### src/rtl/fcfs_pkg.sv
`timescale 1ns / 1ps
// ----------------------------------------------------------------------------
// FCFS tick scheduler package
// Shared beat types, queue entry type and queue control type.
// ----------------------------------------------------------------------------
package fcfs_pkg;

  localparam logic [15:0] START_LIMIT_RESET = 16'd100;

  typedef struct packed {
    logic [7:0]  id;
    logic [7:0]  burst;
    logic [15:0] arrival;
  } entry_t;

  typedef struct packed {
    logic        arrival_valid;
    logic [7:0]  process_id;
    logic [7:0]  burst_length;
    logic [15:0] arrival_stamp;
  } in_beat_t;

  typedef struct packed {
    logic [15:0] tick_index;
    logic        busy_res;
    logic [7:0]  running_id;
    logic        completed;
    logic [15:0] start_tick;
    logic [15:0] end_tick;
    logic [15:0] arrived_tick;
    logic        queue_full;
    logic        closed;
  } out_beat_t;

  typedef struct packed {
    logic push;
    logic pop;
  } queue_ctrl_t;

endpackage

### src/rtl/fcfs_wait_queue.sv
`timescale 1ns / 1ps
// ----------------------------------------------------------------------------
// FCFS wait queue
// Circular buffer of waiting processes with a registered head entry.
// ----------------------------------------------------------------------------
module fcfs_wait_queue import fcfs_pkg::*; #(
  parameter int unsigned DEPTH = 32
) (
  input  logic                       clk_i,
  input  logic                       rst_ni,
  input  queue_ctrl_t                ctrl_i,
  input  entry_t                     push_entry_i,
  output logic [$clog2(DEPTH+1)-1:0] count_o,
  output entry_t                     head_o
);

  localparam int unsigned AW = $clog2(DEPTH);
  localparam int unsigned CW = $clog2(DEPTH + 1);
  localparam logic [AW:0] DEPTH_W = (AW + 1)'(DEPTH);
  localparam logic [AW-1:0] LAST_IDX = AW'(DEPTH - 1);

  entry_t mem [DEPTH];

  logic [AW-1:0] head_q, head_d;
  logic [CW-1:0] count_q, count_d;
  logic [AW:0]   wr_sum;
  logic [AW-1:0] wr_addr;
  entry_t        rd_q;

  always_comb begin
    wr_sum = (AW + 1)'(head_q) + (AW + 1)'(count_q);
    if (wr_sum >= DEPTH_W) begin
      wr_sum = wr_sum - DEPTH_W;
    end
    wr_addr = wr_sum[AW-1:0];

    head_d = head_q;
    if (ctrl_i.pop) begin
      head_d = (head_q == LAST_IDX) ? '0 : head_q + AW'(1);
    end
    count_d = count_q + CW'(ctrl_i.push) - CW'(ctrl_i.pop);
  end

  always_ff @(posedge clk_i or negedge rst_ni) begin
    if (!rst_ni) begin
      head_q  <= '0;
      count_q <= '0;
    end else begin
      head_q  <= head_d;
      count_q <= count_d;
    end
  end

  always_ff @(posedge clk_i) begin
    if (ctrl_i.push) begin
      mem[wr_addr] <= push_entry_i;
    end
  end

  always_ff @(posedge clk_i) begin
    if (ctrl_i.push && (wr_addr == head_d)) begin
      rd_q <= push_entry_i;
    end else begin
      rd_q <= mem[head_d];
    end
  end

  assign count_o = count_q;
  assign head_o  = rd_q;

endmodule

### src/rtl/fcfs_tick_scheduler_core.sv
`timescale 1ns / 1ps
// ----------------------------------------------------------------------------
// FCFS tick scheduler core
// First-come-first-served scheduler that advances one tick per input beat until it closes.
// ----------------------------------------------------------------------------
//   Channel  Direction  Handshake                  Payload
//   in       input      in_valid_i / in_ready_o    in_data_i (in_beat_t)
//   out      output     out_valid_o / out_ready_i  out_data_o (out_beat_t)
//   cfg      input      cfg_we_i                   cfg_wdata_i (start limit)
//
// Each accepted beat is one tick while open and yields one result beat in the next cycle.
// A new beat is taken every cycle while the result register is empty or drained.
// The queue head is held in a registered read of the queue memory.
// Reset clears all control state and loads the start limit with 100.
// A stalled output holds the result and blocks further input beats.
// ----------------------------------------------------------------------------
module fcfs_tick_scheduler_core import fcfs_pkg::*; #(
  parameter int unsigned QUEUE_DEPTH = 32
) (
  input  logic        clk_i,
  input  logic        rst_ni,
  input  logic        in_valid_i,
  output logic        in_ready_o,
  input  in_beat_t    in_data_i,
  output logic        out_valid_o,
  input  logic        out_ready_i,
  output out_beat_t   out_data_o,
  input  logic        cfg_we_i,
  input  logic [15:0] cfg_wdata_i
);

  localparam int unsigned CW = $clog2(QUEUE_DEPTH + 1);
  localparam logic [CW-1:0] DEPTH_C = CW'(QUEUE_DEPTH);

  logic [15:0]   limit_q;
  logic          closed_q, closed_d;
  logic          running_q, running_d;
  entry_t        run_entry_q, run_entry_d;
  logic [7:0]    served_q, served_d;
  logic          started_q, started_d;
  logic [15:0]   first_q, first_d;
  logic [15:0]   tick_q, tick_d;
  logic          out_valid_q;
  out_beat_t     out_q, out_d;

  logic          accept;
  queue_ctrl_t   qctrl;
  logic [CW-1:0] q_count;
  entry_t        q_head;
  entry_t        in_entry;
  entry_t        cur_entry;
  logic          close_now;
  logic          full;
  logic          start;
  logic [7:0]    served_base;
  logic          started_base;
  logic [7:0]    served_n;
  logic          done;

  assign in_ready_o = !out_valid_q || out_ready_i;
  assign accept     = in_valid_i && in_ready_o;

  assign in_entry.id      = in_data_i.process_id;
  assign in_entry.burst   = in_data_i.burst_length;
  assign in_entry.arrival = in_data_i.arrival_stamp;

  fcfs_wait_queue #(
    .DEPTH(QUEUE_DEPTH)
  ) u_queue (
    .clk_i       (clk_i),
    .rst_ni      (rst_ni),
    .ctrl_i      (qctrl),
    .push_entry_i(in_entry),
    .count_o     (q_count),
    .head_o      (q_head)
  );

  always_comb begin
    closed_d     = closed_q;
    running_d    = running_q;
    run_entry_d  = run_entry_q;
    served_d     = served_q;
    started_d    = started_q;
    first_d      = first_q;
    tick_d       = tick_q;
    out_d        = '0;
    qctrl        = '0;
    full         = 1'b0;
    start        = 1'b0;
    cur_entry    = run_entry_q;
    served_base  = served_q;
    started_base = started_q;
    served_n     = '0;
    done         = 1'b0;

    close_now = !closed_q && !running_q && (tick_q >= limit_q);
    out_d.tick_index = tick_q;

    if (closed_q || close_now) begin
      closed_d     = 1'b1;
      out_d.closed = 1'b1;
    end else begin
      if (in_data_i.arrival_valid) begin
        if (q_count >= DEPTH_C) begin
          full = 1'b1;
        end else begin
          qctrl.push = 1'b1;
        end
      end
      start = !running_q && (qctrl.push || (q_count != '0));
      if (start) begin
        qctrl.pop    = 1'b1;
        cur_entry    = (q_count == '0) ? in_entry : q_head;
        served_base  = '0;
        started_base = 1'b0;
      end
      if (running_q || start) begin
        out_d.busy_res   = 1'b1;
        out_d.running_id = cur_entry.id;
        first_d          = started_base ? first_q : tick_q;
        served_n         = served_base + 8'd1;
        done             = served_n >= cur_entry.burst;
        run_entry_d      = cur_entry;
        running_d        = !done;
        started_d        = !done;
        served_d         = done ? 8'd0 : served_n;
        if (done) begin
          out_d.completed    = 1'b1;
          out_d.start_tick   = first_d;
          out_d.end_tick     = tick_q;
          out_d.arrived_tick = cur_entry.arrival;
        end
      end
      out_d.queue_full = full;
      tick_d = tick_q + 16'd1;
    end

    if (!accept) begin
      qctrl = '0;
    end
  end

  always_ff @(posedge clk_i or negedge rst_ni) begin
    if (!rst_ni) begin
      limit_q     <= START_LIMIT_RESET;
      closed_q    <= 1'b0;
      running_q   <= 1'b0;
      run_entry_q <= '0;
      served_q    <= '0;
      started_q   <= 1'b0;
      first_q     <= '0;
      tick_q      <= '0;
      out_valid_q <= 1'b0;
    end else begin
      if (cfg_we_i) begin
        limit_q <= cfg_wdata_i;
      end
      if (accept) begin
        closed_q    <= closed_d;
        running_q   <= running_d;
        run_entry_q <= run_entry_d;
        served_q    <= served_d;
        started_q   <= started_d;
        first_q     <= first_d;
        tick_q      <= tick_d;
        out_valid_q <= 1'b1;
      end else if (out_ready_i) begin
        out_valid_q <= 1'b0;
      end
    end
  end

  always_ff @(posedge clk_i) begin
    if (accept) begin
      out_q <= out_d;
    end
  end

  assign out_valid_o = out_valid_q;
  assign out_data_o  = out_q;

endmodule
### config.mk
export PLATFORM = sky130hd
export DESIGN_NAME = fcfs_tick_scheduler_core
export DESIGN_NICKNAME = d
export VERILOG_FILES = /design/src/rtl/fcfs_pkg.sv /design/src/rtl/fcfs_wait_queue.sv /design/src/rtl/fcfs_tick_scheduler_core.sv
export SDC_FILE = /design/constraint.sdc
export NUM_CORES = 1
export LEC_CHECK = 0
export ABC_AREA = 0
export BUFFER_PORTS_ARGS = -buffer_cell sky130_fd_sc_hd__buf_2
export CAP_MARGIN = 5
export CORE_MARGIN = 1
export CORE_UTILIZATION = 36
export CTS_CLUSTER_DIAMETER = 40
export DETAILED_ROUTE_END_ITERATION = 16
export PLACE_DENSITY_LB_ADDON = 0.05
export REMOVE_ABC_BUFFERS = 1
export SETUP_SLACK_MARGIN = 0.1
export SKIP_LAST_GASP = 1
export SLEW_MARGIN = 25
export SYNTH_ARGS = -nofsm -noshare
export SYNTH_HDL_FRONTEND = slang
export SYNTH_SLANG_ARGS = --single-unit
export TNS_END_PERCENT = 5
### constraint.sdc
create_clock -name clk_i -period 7.85 [get_ports clk_i]
set_input_delay 1.57 -clock clk_i [delete_from_list [all_inputs] [get_ports clk_i]]
set_output_delay 1.57 -clock clk_i [all_outputs]
set_load 0.05 [all_outputs]
Yosys cells after proc, flatten, opt, wreduce, memory -nomap -nowiden. Memory sizes are Yosys's and may differ from the RTL's. A register that Yosys moved wholly into a read port is not among the register bits. Cells that the tools add are included.

Add/sub/neg operators: 7. Multiply operators: 0. Divide/modulo/power cells: 0. Order comparisons: 4. Equal/unequal tests: 1. Shift-type cells: 0. Muxes and demuxes: 26. Bitwise logic cells: 4. Reductions and logical operators: 21.

Operators by type and width (number): $mux 32 (3); $mux 58 (1); $mux 49 (1); $mux 8 (3); $add 16x1->16 const B (1); $ge 16x16->1 (1); $mux 16 (1); $mux 5 (3); $ge 6x6->1 const B (2); $mux 1 (12); $add 8x1->8 const B (1); $ge 8x8->1 (1); $add 5x6->6 (1); $add 6x1->6 (1); $logic_not 6->1 (1); $reduce_bool 6->1 (1); $sub 6x1->6 (1); $add 5x1->5 const B (1); $eq 5x5->1 const B (1); $sub 5x1->5 const B (1); $logic_and 1x1->1 (4); $logic_not 1->1 (4); $logic_or 1x1->1 (4); $mux 2 (2); 6 further kinds (11).

Flip-flop bits (word level): 178. Bits in latches: 0. Memory bits (writable): 1024. Bits in read-only memories: 0. Output and inout port bits: 78. Memories: 1.

Memories: u_queue.mem (words 32, bits a word 32, read ports 1, clocked after memory_dff 1, wr ports 1, RTL line fcfs_wait_queue.sv:22) `entry_t mem [DEPTH];`.

Depth between registers and ports, before layout. Gate-level depths: netlist of run 1.

Depth after elaboration: 13. Mapped depth: 21.

Hierarchy. A second synthesis of run 1 with hierarchy kept.

Cells, all modules: 2809. Area total of the unflattened synthesis: 48128.7 sq um.

Modules (own cells, without submodules): fcfs_wait_queue (times used 1, cells each 2155, area an instance 40378.7 sq um, seq. area each 31124.9 sq um); fcfs_tick_scheduler_core (times used 1, cells each 654, area an instance 7749.9 sq um, seq. area each 4563.1 sq um).

Least setup slack after synthesis of run 1. Ideal clock, no wire load.

Path type: input to register. From: in out_ready_i. To: mem u_queue.mem[12][0] in the netlist's numbering (enable). Library setup time: 0.461 ns. Arrival time: 8.031 ns. Slack: -0.642 ns. Cell stages on the path: 8. Path through: nand2b_1 and2_0 nor2b_1 o21ai_2 or2_1 clkbuf_1 buf_2 nor3_1.

Word-level cells in the longest chain between the ends: 5.

Ends and longest elaborated chain: start, declared (RTL line fcfs_tick_scheduler_core.sv:26) `input logic out_ready_i,`; $logic_or 1x1->1 (RTL line fcfs_tick_scheduler_core.sv:60) `assign in_ready_o = !out_valid_q || out_ready_i;`; $logic_and 1x1->1 (RTL line fcfs_tick_scheduler_core.sv:61) `assign accept = in_valid_i && in_ready_o;`; named net accept (RTL line fcfs_tick_scheduler_core.sv:46) `logic accept;`; $mux 2 (RTL line fcfs_tick_scheduler_core.sv:138) `if (!accept) begin`; $mux 1 (RTL line fcfs_wait_queue.sv:55) `if (ctrl_i.push) begin`; $mux 1 (implied by the code) (RTL line fcfs_wait_queue.sv:56) `mem[wr_addr] <= push_entry_i;`; end, declared (RTL line fcfs_wait_queue.sv:22).

The timed path passes the listed nets, and every way through them passes these cells.

Final worst setup path of run 1.
From: in in_data_i[32] in the netlist's numbering. To: reg out_q (netlist bit out_data_o[14]) (data pin).

Word-level cells in the longest chain between the ends: 10.

Ends and longest elaborated chain: start, declared (RTL line fcfs_tick_scheduler_core.sv:24) `input in_beat_t in_data_i,`; $mux 1 * (RTL line fcfs_tick_scheduler_core.sv:103) `if (in_data_i.arrival_valid) begin`; $mux 1 * (RTL line fcfs_tick_scheduler_core.sv:99) `if (closed_q || close_now) begin`; $logic_or 1x1->1 * (RTL line fcfs_tick_scheduler_core.sv:110) `start = !running_q && (qctrl.push || (q_count != '0));`; $logic_and 1x1->1 * (RTL line fcfs_tick_scheduler_core.sv:110); $mux 8 (RTL line fcfs_tick_scheduler_core.sv:111) `if (start) begin`; $mux 8 (RTL line fcfs_tick_scheduler_core.sv:99); $add 8x1->8 (RTL line fcfs_tick_scheduler_core.sv:121) `served_n = served_base + 8'd1;`; $ge 8x8->1 (RTL line fcfs_tick_scheduler_core.sv:122) `done = served_n >= cur_entry.burst;`; $not 1->1 (no source line); $reduce_or 3->1 (no source line); end signal, assigned (RTL line fcfs_tick_scheduler_core.sv:175) `out_q <= out_d;`; end, declared (RTL line fcfs_tick_scheduler_core.sv:44) `out_beat_t out_q, out_d;`.

Mark *: on every way between the ends. The rest lies on a longest branch, timed or not. The select of a mux whose other input is x is not followed. A chain may end at the register's enable or synchronous reset.

==> results.txt, run 1 <==
The share of synthesized registers carrying an async set or reset is 0.0845. Clock skew on the completed layout was measured at 29.2 ps. Across the VDD grid, the largest voltage drop is 0.222 mV.

The gate count of the mapped netlist came out at 2517. In this run the vertical extent of the chip is 367 um. The post-route clock period utilization is 0.662. Along the worst path, the maximum fanout reaches 35.

The final instance area is 57400 um2. The number of primary I/O pins came out at 132. The share of synthesized area in the top cell type comes to 0.689. The via count of the first global-routing pass is 26474. The initial core utilization is 0.364.

The library cell used most frequently in the layout, excluding fill and tap cells, is edfxtp_1. Summed over all layers, the routed wires come to 138000 um. The number of I/O port buffers is 131. The worst endpoint required time came out at 8370 ps.

The final-report hold violation count is 0. After clock tree synthesis, the clock-pin slew on the worst setup and hold paths is 50 ps. Derived from the worst setup path, the maximum achievable clock frequency is 0.192 GHz. Relative to the synthesized area, the layout overhead comes to 19.7%. The data arrival at the endpoint of the critical path came out at 5720 ps.

The tightest min-delay check is of the flop to flop type. The area of the die is 135000 um2. The level count of the clock H-tree is 4.

The buffer count from post-CTS setup fixing came out at 0. A synthesized cell averages 19.1 um2. The analysis attributes to cell leakage a power of 19.4 nW. TritonCTS built the clock tree. Summed over all instances, the cell type with the most area after synthesis is edfxtp_1.

STA classifies the critical path startpoint as a primary input. For this design the ratio of total power to cell area is 372 nW/um2. Setup repair after global routing left no endpoint under its margin. After the first detailed-routing iteration, the DRC count stood at 1978. The area of the core region is 132000 um2.

The fraction of final layout cells with drive strength greater than 1 is 0.288. The half-perimeter wire length after placement is 78300 um. Measured along the x axis, the die boundary spans 367 um. Max-cap violations in this run came to 0. The number of buffers inserted by hold repair at cts came out at 0. The clock latency on the worst-skew pair came out at 810 ps.

The initialized floorplan defines 133 standard-cell rows. The aggregate negative setup slack is 0 ps. The number of enable-type register cells in the synthesized netlist is 1100. The area after detailed placement is 51000 um2. The overall power consumption is 0.0213 W.

The initial antenna violation count is 4. The pin count of the biggest net entering global routing came out at 65. The category of the worst setup path capture point is a flop. The total global routing overflow is 0.

The wire length of the first global-routing pass is 197000 um. The post-layout minimum cycle time is 5200 ps. The number of DRC violations after detailed routing is 0. In this run the remaining antenna-violating nets after routing total 0. The first detailed-routing pass took 5 iterations.

Gates resized during post-CTS repair numbered 0. The total setup violations reported at the end of the flow came out at 0. In the post-synthesis netlist, the biggest area contributors are edfxtp_1 69%, mux4_2 12%, dfrtp_1 5.2%, mux2i_1 2.1%, nand2_1 1.1%.

The number of distinct library cell variants in the gate-level netlist after synthesis came out at 72. The area of the mapped netlist is 48000 um2. Using the TritonRoute via totals, the vias-per-cell ratio works out to 5.38.

The Yosys step of the flow raised 0 warnings. The deepest clock path buffer count is 3. The slew at the pin with the worst max-slew slack is 1030 ps. The critical path is of the primary input to flop type. For this run, the register share of the synthesized area comes to 0.744. The placer's final routability congestion estimate came out at 0.771. The overall fraction of global-route tracks in use came out at 0.206. The slack of the worst reg-to-reg path is 2680 ps.

The number of buffers created by CTS is 181. The final net count is 2879. The filler cell count in the final layout came out at 11577.

The number of storage elements in the synthesis netlist came out at 1207. The most frequently used flop master after synthesis is edfxtp_1. In the layout the commonest cells are 1100 x edfxtp_1, 246 x mux4_2, 185 x clkbuf_16.

The routed wirelength normalized by instance count is 29.4 um. The tree built by TritonCTS fans out to 1207 sinks. Headroom to the max-slew limit came out at 0.313.

The routed via count came out at 25256. The final max-slew violation count came to 0. The flow ran to the end, and the final reports show no timing, DRC or antenna violations. Clock tree synthesis selected as its root buffer the cell clkbuf_16.
==> final timing paths <==
check	end	cells past startpoint	startpoint
worst max-delay path	out_data_o[14]	18	in_data_i[32]
worst min-delay path	first_q[2]	1	first_q[2]
worst max register to register	out_data_o[14]	17	u_queue.count_o[2]
worst min register to register	first_q[2]	1	first_q[2]
max in group asynchronous	started_q	2	rst_ni
min in group asynchronous	first_q[12]	1	rst_ni
==> power by group <==
| group | total, W | leakage (nW) | internal [W] | switching (W) |
|---|---|---|---|---|
| clock | 0.00834 | 3.02 | 0.00526 | 0.00308 |
| combinational | 0.00526 | 5.14 | 0.00210 | 0.00317 |
| sequential | 0.00774 | 11.2 | 0.00737 | 0.000372 |
| total | 0.0213 | 19.4 | 0.0147 | 0.00662 |
==> logic make-up after synthesis <==
family / synth area share
mux: 0.142
simple gates: 0.0350
buf+inv: 0.0196
flops: 0.744
xor+xnor: 0.00584
compound gates: 0.0415
fa+ha+maj: 0.0115
==> per-stage QoR <==
stage | util | setup slack (ps) | hold WS (ps) | cells
global placement | 0.387 | 1380 | 466 | 4354
CTS | 0.435 | 2670 | 488 | 4693
detailed placement | 0.387 | 1830 | 476 | 4354
finish | 0.436 | 2650 | 482 | 4694
floorplan | - | -5370 | 458 | 2372
global route | 0.435 | 2370 | 501 | 4693
==> worst max-delay path, cell delays in order <==
cell,delay (ps)
buf_2,130
nor2b_1,140
and2_1,180
o21ai_0,530
and2_1,290
ha_1,230
nand2_1,60
or2_2,280
xor2_1,200
nor2_1,70
ha_1,220
a2111oi_0,580
nand2_1,130
o21ai_0,140
a31oi_2,50
buf_4,270
nand2_4,500
nor2_1,110
==> flip-flops by register name, summed over array words and instances, names as in the netlist, named ones only <==
register	cells
u_queue.mem	1024
out_data_o	76
run_entry_q	32
first_q	16
limit_q	16
tick_q	16
served_q	8
u_queue.count_o	6
u_queue.head_q	5
closed_q	1
out_valid_o	1
started_q	1
==> synthesized netlist by cell type, types with 12 or more instances <==
cell type / n
a21oi_1: 57
nor2_1: 106
nand2_1: 141
o221ai_1: 23
dfrtp_1: 99
mux2_1: 14
xor2_1: 23
nor3_1: 39
buf_2: 40
nor4_1: 12
o21a_1: 12
buf_4: 29
clkbuf_1: 55
edfxtp_1: 1100
a31oi_1: 34
o21ai_0: 71
mux2i_1: 102
o22ai_1: 40
ha_1: 41
inv_1: 38
nand3_1: 14
and3_1: 15
mux4_2: 246
==> cell type report <==
cell class | instances | area [um2] | share of cell area
Sequential cell | 1207 | 35700 | 0.622
Multi-Input combinational cell | 1123 | 11500 | 0.201
Clock buffer | 206 | 4750 | 0.0827
Tap cell | 1755 | 2200 | 0.0383
Clock inverter | 133 | 1620 | 0.0282
Timing Repair Buffer | 227 | 1440 | 0.0251
Inverter | 42 | 163 | 0.00283
Antenna cell | 1 | 2.50 | 0.0000436
==> routing by layer <==
metal,vias to the layer above,track usage,part of all wire
met2,691,0.336,0.49
met4,2,0.0577,0.021
met5,-,0,0.000087
met1,13590,0.286,0.45
met3,184,0.0345,0.047
li1,10789,-,-
Note: power is estimated with default switching activity, not from simulation.
==> run 2, diff against run 1 <==
==> constraint.sdc (replaced) <==
create_clock -name clk_i -period 4.7 [get_ports clk_i]
set_input_delay 0.94 -clock clk_i [delete_from_list [all_inputs] [get_ports clk_i]]
set_output_delay 0.94 -clock clk_i [all_outputs]
set_load 0.05 [all_outputs]
==> run 2 against run 1 <==
Utilization is 0.24 points higher. Largest cell class unchanged. Critical endpoint is now out_data_o[7]. Worst setup slack worse by 2200 ps. Critical path depth is 1 higher. Largest power group unchanged. First-iteration DRC count is 6.1% higher. Non-clock buffer count is 45 higher.
==> results.txt, run 2 (synthesis results as in run 1) <==
The x dimension of the die is 367 um (unchanged). The area added between synthesis and finish came out at 20.3%. The worst flop-to-flop path startpoint is u_queue.count_o[2].

The fraction of final layout cells with drive strength greater than 1 was 0.298 (+0.00959). The number of buffers inserted by hold repair at cts was 0 (unchanged). The final max-slew violation count is 0 (unchanged). The maximum clock skew at final layout was 25.9 ps (-3.29 ps). The worst reg2reg path depth came out at 19 (+2). The worst setup path startpoint is u_queue.count_o[2]. The final antenna-violating net count is 0 (unchanged). The via count of the first global-routing pass is 26627 (+0.58%). The half-perimeter wire length after placement came out at 80300 um (+2.6%). TritonCTS built the clock tree.

The row count came out at 133 (unchanged). The number of I/O port buffers came to 131 (unchanged). The final net count came out at 2917 (+1.3%).

Dividing the final minimum period by the clock period gives 0.896. The slowest stage of the critical path belongs to the cell dfrtp_1. The number of vias per cell is 5.44 (+1.1%). The wire length of the first global-routing pass is 201000 um (+2.0%). The overall power consumption came out at 0.0354 W (+66%).

The relative max-transition margin is 0.366 (+0.0530). The routed wirelength normalized by instance count was 29.8 um (+1.6%). The number of DRC violations after detailed routing came out at 0 (unchanged). The initial core utilization came out at 0.364 (unchanged). The count of clock tree sinks came to 1207 (unchanged). The footprint of the multi-input gates came out at 11500 um2 (about the same).

The violation count after the first detailed-route iteration came to 2098 (+6.1%). The data arrival at the endpoint of the critical path came to 4740 ps (-980 ps). Setup repair after global routing left no endpoint under its margin. Following the worst setup path forward leads to its endpoint at out_data_o[7]. The number of primary I/O pins was 132 (unchanged).

Traced cell by cell, the critical path runs through inv_1 > ha_1 > nand4bb_1 > o21ai_1 > and2_1 > ha_1 > nand2_1 > or2_2 > xor2_1 > nor2_1 > ha_1 > a2111oi_0 > buf_4 > nand2_1 > o21ai_0 > a31oi_2 > nand2_2 > buf_12 > nor2_1. The level count of the clock H-tree is 4 (unchanged). The final-report hold violation count is 0 (unchanged). The total setup violations reported at the end of the flow is 0 (unchanged). After layout, the minimum clock period comes to 4210 ps. The height of the die is 367 um (unchanged). The run finished with clean final reports.

The area of the core region came out at 132000 um2 (unchanged). The worst endpoint required time is 5230 ps (-3140 ps). The routed via count was 25725 (+1.9%). The library cells used most frequently in the layout, excluding fill and tap cells, are 1100 x edfxtp_1, 246 x mux4_2, 175 x clkbuf_16.

The slack of the worst reg-to-reg path was 490 ps (-2190 ps). The most frequent standard cell in the layout excluding fill and tap cells is edfxtp_1. STA classifies the critical path endpoint as a flop.

The category of the worst setup path launch point is a flop. By startpoint and endpoint, the worst setup path is classified as flop to flop. The detailed-router iteration count before antenna repair is 5 (unchanged). The clock transition time at the flip-flop clock pins of the worst setup and hold paths was 50 ps (about the same). The clock latency on the worst-skew pair came out at 810 ps (about the same).

The maximum frequency from static timing analysis is 0.237 GHz. The peak ir drop on the vdd network is 0.310 mV (+40%). The number of buffers created by CTS came out at 174 (-3.9%).

The register with the most flip-flops in the final layout is u_queue.mem. The total global routing overflow is 0 (unchanged). The flip-flop count of the largest register, all copies and words added was 1024 (unchanged).

The leakage component of the power came out at 19.6 nW (+0.94%). The tightest min-delay check is of the primary input to async pin type. The total wirelength of the detailed-routed design came out at 141000 um (+2.3%). The deepest clock path buffer count came to 3 (unchanged).

The aggregate negative setup slack came out at 0 ps (unchanged). The placer's final routability congestion estimate came out at 0.768 (-0.40%). The pin count of the biggest net entering global routing is 101 (+55%).

The largest fanout of any net on the critical path came out at 30 (-14%). The area of the die is 135000 um2 (unchanged). In this run the critical register-to-register path is captured at out_data_o[7]. The number of max-cap violations was 0 (unchanged). The stage delay of the slowest cell on the critical path came to 400 ps (-180 ps).

The slew at the pin with the worst max-slew slack is 952 ps (-78.4 ps). The root buffer selected by CTS is clkbuf_16. The overall fraction of global-route tracks in use came out at 0.211 (+0.00452). The initial antenna violation count is 5 (+1).

The filler cell count in the final layout is 11475 (-0.88%). The area taken by flip-flops and latches is 35700 um2 (unchanged). The total power per unit cell area came out at 614 nW/um2 (+65%).

In this design, the critical path's most frequently occurring cell is ha_1.
-- run 2: stage by stage --
step                std cells  setup slack [ps]  cell area [um2]  hold slack (ps)  utilization
floorplan                2372             -8520            47200              458            -
global placement         4398              32.2            51600              467        0.391
detailed placement       4398               184            51600              476        0.391
CTS                      4725               317            57700              266        0.438
global route             4726               169            57700              311        0.438
finish                   4727               489            57700              279        0.438
-- run 2: metal layers --
metal  vias to the layer above  global-route usage  part of all wire
met1                     13985               0.294              0.45
met4                         4              0.0550             0.019
met3                       177              0.0389             0.047
met2                       704               0.340              0.48
met5                         -                   0           0.00016
li1                      10855                   -                 -
-- run 2: worst max-delay path: cells and delay by family (launching register included) --
kind	cells	cell delay, ps
AOI/OAI and AO/OA	4	860
xor gates and xnor gates	1	180
adders and majority gates	3	630
buffers and inverters	3	490
DFF	1	400
and+or+nand+nor	8	1300
-- run 2: what timing repair did --
action,in CTS,in global routing
setup endpoints to repair,0,21
setup buffers,0,0
gates resized for setup,0,1
-- run 2: how the worst min path moves through the flow --
stage	cells past startpoint	to	slack, ps
finish	1	u_queue.count_o[4]	280
CTS	1	tick_q[2]	270
floorplan	1	first_q[14]	460
global placement	1	first_q[1]	470
global route	1	run_entry_q[25]	310
detailed placement	1	first_q[2]	480
-- run 2: cell type report --
| cell class | count | share of cell area |
|---|---|---|
| sequential | 1207 | 0.619 |
| tap | 1755 | 0.0380 |
| clock inverter | 133 | 0.0286 |
| clock buffer | 194 | 0.0775 |
| inverter | 42 | 0.00282 |
| timing repair buffer | 272 | 0.0349 |
| antenna | 1 | 0.0000434 |
| multi-input combinational | 1123 | 0.200 |
-- run 2: power breakdown --
part / total, W / switching [W] / internal (W)
clock: 0.0135 / 0.00514 / 0.00837
sequential: 0.0128 / 0.000537 / 0.0123
combinational: 0.00909 / 0.00542 / 0.00367
